File: config.mk
export PLATFORM = sky130hd
export DESIGN_NAME = decimal_text_to_reduced_fraction_unit
export DESIGN_NICKNAME = d
export VERILOG_FILES = /design/src/hw/rtl/dtrf_pkg.sv /design/src/hw/rtl/decimal_text_to_reduced_fraction_unit.sv
export SDC_FILE = /design/constraint.sdc
export NUM_CORES = 1
export LEC_CHECK = 0
export BUFFER_PORTS_ARGS = -buffer_cell sky130_fd_sc_hd__buf_2
export CORE_UTILIZATION = 42
export CTS_CLUSTER_DIAMETER = 120
export DETAILED_ROUTE_END_ITERATION = 12
export PLACE_DENSITY = 0.54
export SYNTH_ARGS = -nofsm -noshare
export SYNTH_HDL_FRONTEND = slang
export SYNTH_SLANG_ARGS = --single-unit
File: constraint.sdc
create_clock -name aclk -period 12.03 [get_ports aclk]
set_input_delay 1.8045 -clock aclk [delete_from_list [all_inputs] [get_ports aclk]]
set_output_delay 1.8045 -clock aclk [all_outputs]
set_load 0.02 [all_outputs]
File: src/hw/rtl/dtrf_pkg.sv
// Package with widths, character codes and helpers of the decimal text converter.
package dtrf_pkg;

    localparam int MAX_DIGITS_DEF = 7;
    localparam int OUT_W          = 24;
    localparam int CHAR_W         = 8;

    localparam logic [CHAR_W-1:0] CH_NEWLINE = 8'd10;
    localparam logic [CHAR_W-1:0] CH_POINT   = 8'd46;
    localparam logic [CHAR_W-1:0] CH_ZERO    = 8'd48;
    localparam logic [CHAR_W-1:0] CH_NINE    = 8'd57;

    // x / 5 == (x * RECIP5) >> RECIP5_SHIFT for every x below 2^32
    localparam int          RECIP5_W     = 32;
    localparam int          RECIP5_SHIFT = 34;
    localparam logic [31:0] RECIP5       = 32'hCCCC_CCCD;

    function automatic int acc_width(input int digits);
        longint p;
        p = 1;
        for (int i = 0; i < digits; i++) begin
            p = p * 10;
        end
        return $clog2(p + 1);
    endfunction

endpackage

File: src/hw/rtl/decimal_text_to_reduced_fraction_unit.sv
// Top level of the decimal text to reduced fraction converter.
//
//  channel | direction | payload                                          | handshake
//  s_      | in        | char_code[7:0]                                   | s_valid / s_ready
//  m_      | out       | whole_part, numerator, denominator [23:0], too_long | m_valid / m_ready
//
//  Digits, points and other bytes are taken in the idle state and keep s_ready high.
//  A newline runs the reduction sequencer: up to D halving steps, up to D
//  divide-by-five tests (reciprocal multiply, then check, in separate states),
//  and up to 2*D shift-add steps to rebuild the denominator (D = fraction digits).
//  s_ready stays low from the newline until the result is loaded, including any wait for m_ready.
//  The result sits in an output register; a stalled m_ready delays only the load.
//  Reset (aresetn low, synchronous) clears the accumulators and the output valid.
module decimal_text_to_reduced_fraction_unit
    import dtrf_pkg::*;
#(
    parameter int MAX_DIGITS = MAX_DIGITS_DEF
) (
    input  logic              aclk,
    input  logic              aresetn,
    input  logic              s_valid,
    output logic              s_ready,
    input  logic [CHAR_W-1:0] s_char_code,
    output logic              m_valid,
    input  logic              m_ready,
    output logic [OUT_W-1:0]  m_whole_part,
    output logic [OUT_W-1:0]  m_numerator,
    output logic [OUT_W-1:0]  m_denominator,
    output logic              m_too_long
);

    localparam int ACC_W  = acc_width(MAX_DIGITS);
    localparam int CNT_W  = $clog2(MAX_DIGITS + 1);
    localparam int PROD_W = ACC_W + RECIP5_W;

    localparam logic [CNT_W-1:0] DIGIT_LIMIT = CNT_W'(MAX_DIGITS);

    typedef enum logic [2:0] {
        ST_IDLE,
        ST_TWO,
        ST_FIVE_MUL,
        ST_FIVE_CHK,
        ST_DEN,
        ST_LOAD
    } state_t;

    state_t             state_reg, state_next;
    logic [ACC_W-1:0]   whole_acc_reg, whole_acc_next;
    logic [ACC_W-1:0]   frac_acc_reg, frac_acc_next;
    logic [CNT_W-1:0]   whole_digits_reg, whole_digits_next;
    logic [CNT_W-1:0]   frac_digits_reg, frac_digits_next;
    logic               after_point_reg, after_point_next;
    logic               overflow_reg, overflow_next;
    logic [ACC_W-1:0]   num_reg, num_next;
    logic [ACC_W-1:0]   den_reg, den_next;
    logic [CNT_W-1:0]   exp2_reg, exp2_next;
    logic [CNT_W-1:0]   exp5_reg, exp5_next;
    logic [PROD_W-1:0]  prod_reg, prod_next;
    logic               m_valid_reg, m_valid_next;
    logic [OUT_W-1:0]   whole_out_reg, whole_out_next;
    logic [OUT_W-1:0]   num_out_reg, num_out_next;
    logic [OUT_W-1:0]   den_out_reg, den_out_next;
    logic               too_long_reg, too_long_next;

    logic [ACC_W-1:0]   digit_val;
    logic [ACC_W-1:0]   acc_in;
    logic [ACC_W-1:0]   acc_times_ten;
    logic [ACC_W-1:0]   quot;
    logic [ACC_W-1:0]   quot_times_five;
    logic               s_fire;

    assign s_ready = (state_reg == ST_IDLE);
    assign s_fire  = s_valid && s_ready;

    assign m_valid       = m_valid_reg;
    assign m_whole_part  = whole_out_reg;
    assign m_numerator   = num_out_reg;
    assign m_denominator = den_out_reg;
    assign m_too_long    = too_long_reg;

    assign digit_val       = ACC_W'(s_char_code - CH_ZERO);
    assign acc_in          = after_point_reg ? frac_acc_reg : whole_acc_reg;
    assign acc_times_ten   = (acc_in << 3) + (acc_in << 1) + digit_val;
    assign quot            = ACC_W'(prod_reg[PROD_W-1:RECIP5_SHIFT]);
    assign quot_times_five = (quot << 2) + quot;

    always_comb begin
        state_next        = state_reg;
        whole_acc_next    = whole_acc_reg;
        frac_acc_next     = frac_acc_reg;
        whole_digits_next = whole_digits_reg;
        frac_digits_next  = frac_digits_reg;
        after_point_next  = after_point_reg;
        overflow_next     = overflow_reg;
        num_next          = num_reg;
        den_next          = den_reg;
        exp2_next         = exp2_reg;
        exp5_next         = exp5_reg;
        prod_next         = prod_reg;
        m_valid_next      = m_valid_reg && !m_ready;
        whole_out_next    = whole_out_reg;
        num_out_next      = num_out_reg;
        den_out_next      = den_out_reg;
        too_long_next     = too_long_reg;

        case (state_reg)
            ST_IDLE: begin
                if (s_fire) begin
                    if (s_char_code inside {[CH_ZERO:CH_NINE]}) begin
                        if (after_point_reg) begin
                            if (frac_digits_reg >= DIGIT_LIMIT) begin
                                overflow_next = 1'b1;
                            end else begin
                                frac_acc_next    = acc_times_ten;
                                frac_digits_next = frac_digits_reg + 1'b1;
                            end
                        end else begin
                            if (whole_digits_reg >= DIGIT_LIMIT) begin
                                overflow_next = 1'b1;
                            end else begin
                                whole_acc_next    = acc_times_ten;
                                whole_digits_next = whole_digits_reg + 1'b1;
                            end
                        end
                    end else if (s_char_code == CH_POINT) begin
                        after_point_next = 1'b1;
                    end else if (s_char_code == CH_NEWLINE) begin
                        num_next   = frac_acc_reg;
                        den_next   = ACC_W'(1);
                        exp2_next  = (frac_acc_reg == '0) ? '0 : frac_digits_reg;
                        exp5_next  = (frac_acc_reg == '0) ? '0 : frac_digits_reg;
                        state_next = ST_TWO;
                    end
                end
            end
            ST_TWO: begin
                if (exp2_reg != '0 && !num_reg[0]) begin
                    num_next  = num_reg >> 1;
                    exp2_next = exp2_reg - 1'b1;
                end else begin
                    state_next = ST_FIVE_MUL;
                end
            end
            ST_FIVE_MUL: begin
                if (exp5_reg == '0) begin
                    state_next = ST_DEN;
                end else begin
                    prod_next  = PROD_W'(num_reg) * PROD_W'(RECIP5);
                    state_next = ST_FIVE_CHK;
                end
            end
            ST_FIVE_CHK: begin
                if (quot_times_five == num_reg) begin
                    num_next   = quot;
                    exp5_next  = exp5_reg - 1'b1;
                    state_next = ST_FIVE_MUL;
                end else begin
                    state_next = ST_DEN;
                end
            end
            ST_DEN: begin
                if (exp2_reg != '0) begin
                    den_next  = den_reg << 1;
                    exp2_next = exp2_reg - 1'b1;
                end else if (exp5_reg != '0) begin
                    den_next  = (den_reg << 2) + den_reg;
                    exp5_next = exp5_reg - 1'b1;
                end else begin
                    state_next = ST_LOAD;
                end
            end
            ST_LOAD: begin
                if (!m_valid_reg || m_ready) begin
                    m_valid_next      = 1'b1;
                    whole_out_next    = OUT_W'(whole_acc_reg);
                    num_out_next      = OUT_W'(num_reg);
                    den_out_next      = OUT_W'(den_reg);
                    too_long_next     = overflow_reg;
                    whole_acc_next    = '0;
                    frac_acc_next     = '0;
                    whole_digits_next = '0;
                    frac_digits_next  = '0;
                    after_point_next  = 1'b0;
                    overflow_next     = 1'b0;
                    state_next        = ST_IDLE;
                end
            end
            default: begin
                state_next = ST_IDLE;
            end
        endcase
    end

    always_ff @(posedge aclk) begin
        if (!aresetn) begin
            state_reg        <= ST_IDLE;
            whole_acc_reg    <= '0;
            frac_acc_reg     <= '0;
            whole_digits_reg <= '0;
            frac_digits_reg  <= '0;
            after_point_reg  <= 1'b0;
            overflow_reg     <= 1'b0;
            m_valid_reg      <= 1'b0;
        end else begin
            state_reg        <= state_next;
            whole_acc_reg    <= whole_acc_next;
            frac_acc_reg     <= frac_acc_next;
            whole_digits_reg <= whole_digits_next;
            frac_digits_reg  <= frac_digits_next;
            after_point_reg  <= after_point_next;
            overflow_reg     <= overflow_next;
            m_valid_reg      <= m_valid_next;
        end
        num_reg       <= num_next;
        den_reg       <= den_next;
        exp2_reg      <= exp2_next;
        exp5_reg      <= exp5_next;
        prod_reg      <= prod_next;
        whole_out_reg <= whole_out_next;
        num_out_reg   <= num_out_next;
        den_out_reg   <= den_out_next;
        too_long_reg  <= too_long_next;
    end

endmodule

==> results.yml <==
run_status:
  outcome: "finished clean"
grt:
  antenna_found_initial: 1
  grt_pass1_vias: 15112
  grt_pass1_wl_um: 86600
  grt.overflow.total: 0
  grt_usage_pct: 22.2
  grt_max_degree: 75
setup_path:
  crit_slowest_cell: "fa_1"
  r2r_end: "prod_reg[49]$_DFFE_PP_"
  critPathMaxFanout: 7
  crit_arrival_ns: 7.72
  r2r_cells: 24
  cp_top_family: "adder cells"
  end_kind: "flop"
  r2r_slack_ns: 4.72
  cp_common_cell: "inv_1"
  critPathMaxStageDelay_ns: 0.61
  cp.required_ns: 12.44
  worstSetupPathType: "flop to flop"
  crit_chain: "inv_1 -> ha_1 -> inv_1 -> fa_1 -> inv_1 -> fa_1 -> fa_1 -> inv_1 -> ha_1 -> xnor2_1 -> fa_1 -> inv_1 -> fa_1 -> inv_1 -> ha_1 -> or3_1 -> or3_1 -> o22ai_1 -> a21oi_1 -> a41o_1 -> a21oi_2 -> o21bai_1 -> a2111oi_0 -> nand3b_1"
  cp-start-kind: "flop"
  path_buf_inv: 6
  timing.rr.start: "num_reg[16]$_DFFE_PP_"
synthesis:
  synth_ff_type: "edfxtp_1"
  syn_area_um2: 20800
  ys_seq_area_share_pct: 27.3
  yosysWarnings: 0
  avgSynthCellArea_um2: 10.1
  yosys.area.top_type: "edfxtp_1"
  synth.net_count: 2566
  ys_ff_latch: 209
  synth_edf_count: 149
  ys_types: 84
  synth_top_area_share_pct: 21.5
  synth.area.top_cells: "edfxtp_1 21%, fa_1 18%, ha_1 17%"
  syn_inst: 2072
  synth-async-reset-ratio_pct: 0
cells_and_area:
  drive_gt1_share_pct: 8.38
  antenna_cells: 0
  final_cells: 2825
  fin_nets: 2639
  fillerInstances: 4615
  post-route-util_pct: 46.5
  seqCellArea_um2: 5680
  multiInputGateArea_um2: 13700
  areaGrowthSynthToFinish_pct: 9.37
timing:
  slew_headroom_pct: 30.7
  setup_viol: 0
  finClkSkew_ns: 0.00926
  rsz0062_at_grt: "no"
  maxSlewViolCount: 0
  hold_viol: 0
  fin_setup_tns_ns: 0
  fin_crit_ns: 7.31
  fmax_mhz: 137
  fin_crit_sh_pct: 60.8
  worst_pin_slew_ns: 1.04
route:
  vias: 15005
  drc: 0
  drt_pass1_iterations: 5
  final_antenna_net_count: 0
  drt_iter0_drc: 1021
  wl_per_cell_um: 19.4
  routed_wl_um: 54800
  via_per_inst: 5.31
placed_design:
  place_congestion: 0.996
  dpl.hpwl_um: 44500
  dp_cells: 2784
  portBuffers: 86
floorplan:
  io_pins: 87
  initial_utilization_pct: 42.5
  dieArea_um2: 50500
  core_area_um2: 49000
  die_w_um: 225
  rows: 81
  die_h_um: 225
clocking:
  cts_tree: "done"
  ctsResizeCount: 0
  htree_levels: 1
  cts.sinks: 209
  numCtsBuffers: 23
  post_cts_buffers: 0
  hold_buffers: 0
  clkLatencyLatePin_ns: 0.54
  clkTransAtPathRegs_ns: 0.06
  cts_buffer_depth: 3
  clock-root-buffer: "clkbuf_16"
worst_hold_path:
  whs_path_depth: 0
  worstHoldEndpoint: "m_too_long$_DFFE_PP_"
  min_from: "overflow_reg$_SDFFE_PN0P_"
  hold_path.class: "flop to flop"
run:
  max_cap_viol_count: 0
==> worst max-delay path by stage <==
| stage | startpoint | end | slack (ns) | depth (start not counted) |
|---|---|---|---|---|
| detailed placement | num_reg[16]$_DFFE_PP_ | prod_reg[49]$_DFFE_PP_ | 4.79 | 24 |
| finish | num_reg[16]$_DFFE_PP_ | prod_reg[49]$_DFFE_PP_ | 4.72 | 24 |
| global placement | num_reg[16]$_DFFE_PP_ | prod_reg[49]$_DFFE_PP_ | 5.02 | 24 |
| floorplan | m_ready | whole_acc_reg[21]$_SDFFE_PN0P_ | 5.62 | 7 |
| CTS | num_reg[16]$_DFFE_PP_ | prod_reg[49]$_DFFE_PP_ | 4.75 | 24 |
| global route | num_reg[0]$_DFFE_PP_ | prod_reg[49]$_DFFE_PP_ | 4.47 | 21 |
==> metrics by stage <==
step	hold slack [ns]	area, µm²	worst slack (ns)
6_report	0.436	22800	4.72
5_1_grt	0.448	22800	4.47
4_1_cts	0.438	22800	4.75
3_5_place_dp	0.423	22000	4.79
3_3_place_gp	0.426	22000	5.02
2_1_floorplan	0.408	20800	5.62
==> final cells by class <==
type                    count  share of cell area, %
well taps                 664                   3.65
clock inverters            10                  0.483
repair buffers            101                   2.38
multi-input cells        1472                   60.2
inverters                 338                   5.57
flip-flops and latches    209                   24.9
clock buffers              31                   2.84
==> cells in the mapped netlist (25+ instances only) <==
cell type    n
inv_1      338
ha_1       291
fa_1       191
nand2_1    167
edfxtp_1   149
a21oi_1     93
nor2_1      80
o21ai_0     73
xnor2_1     63
dfxtp_1     60
nand3_1     50
a21o_1      38
mux2i_1     37
xor2_1      37
clkbuf_1    36
a21boi_0    27
nor3_1      25
==> layout by cell type, fill, tap and decap left out, types with 13 or more instances in the layout <==
master,n
a211oi_1,15
a21boi_0,27
a21o_1,38
a21oi_1,93
and2_1,17
buf_2,86
buf_4,15
clkbuf_16,24
dfxtp_1,59
edfxtp_1,149
fa_1,191
ha_1,291
inv_1,338
mux2_2,14
mux2i_1,37
nand2_1,167
nand2b_1,14
nand3_1,50
nand4_1,13
nor2_1,79
nor2b_1,19
nor3_1,25
nor4_1,13
o21a_1,17
o21ai_0,73
or3_1,14
xnor2_1,63
xor2_1,37
==> cell families after synthesis <==
kind of cell | synth area share (%)
AO/OA/AOI/OAI | 12.4
buffers and inverters | 7.13
flip-flops | 27.3
XOR/XNOR | 4.31
multiplexers | 2.54
adder cells (fa/ha/maj) | 35.8
AND/OR/NAND/NOR | 10.5
==> layer usage <==
layer	routed length, µm	share of wire [%]	GRT usage [%]	vias to the layer above
li1	-	-	-	7263
met1	26800	49	32.7	7354
met2	24000	44	34.4	327
met3	3070	5.6	4.02	57
met4	842	1.5	3.34	4
met5	22	0.040	0	-
Power is left out: the tool's default activity adds up to more than one toggle a clock period on the data nets, which glitch-free logic cannot reach.
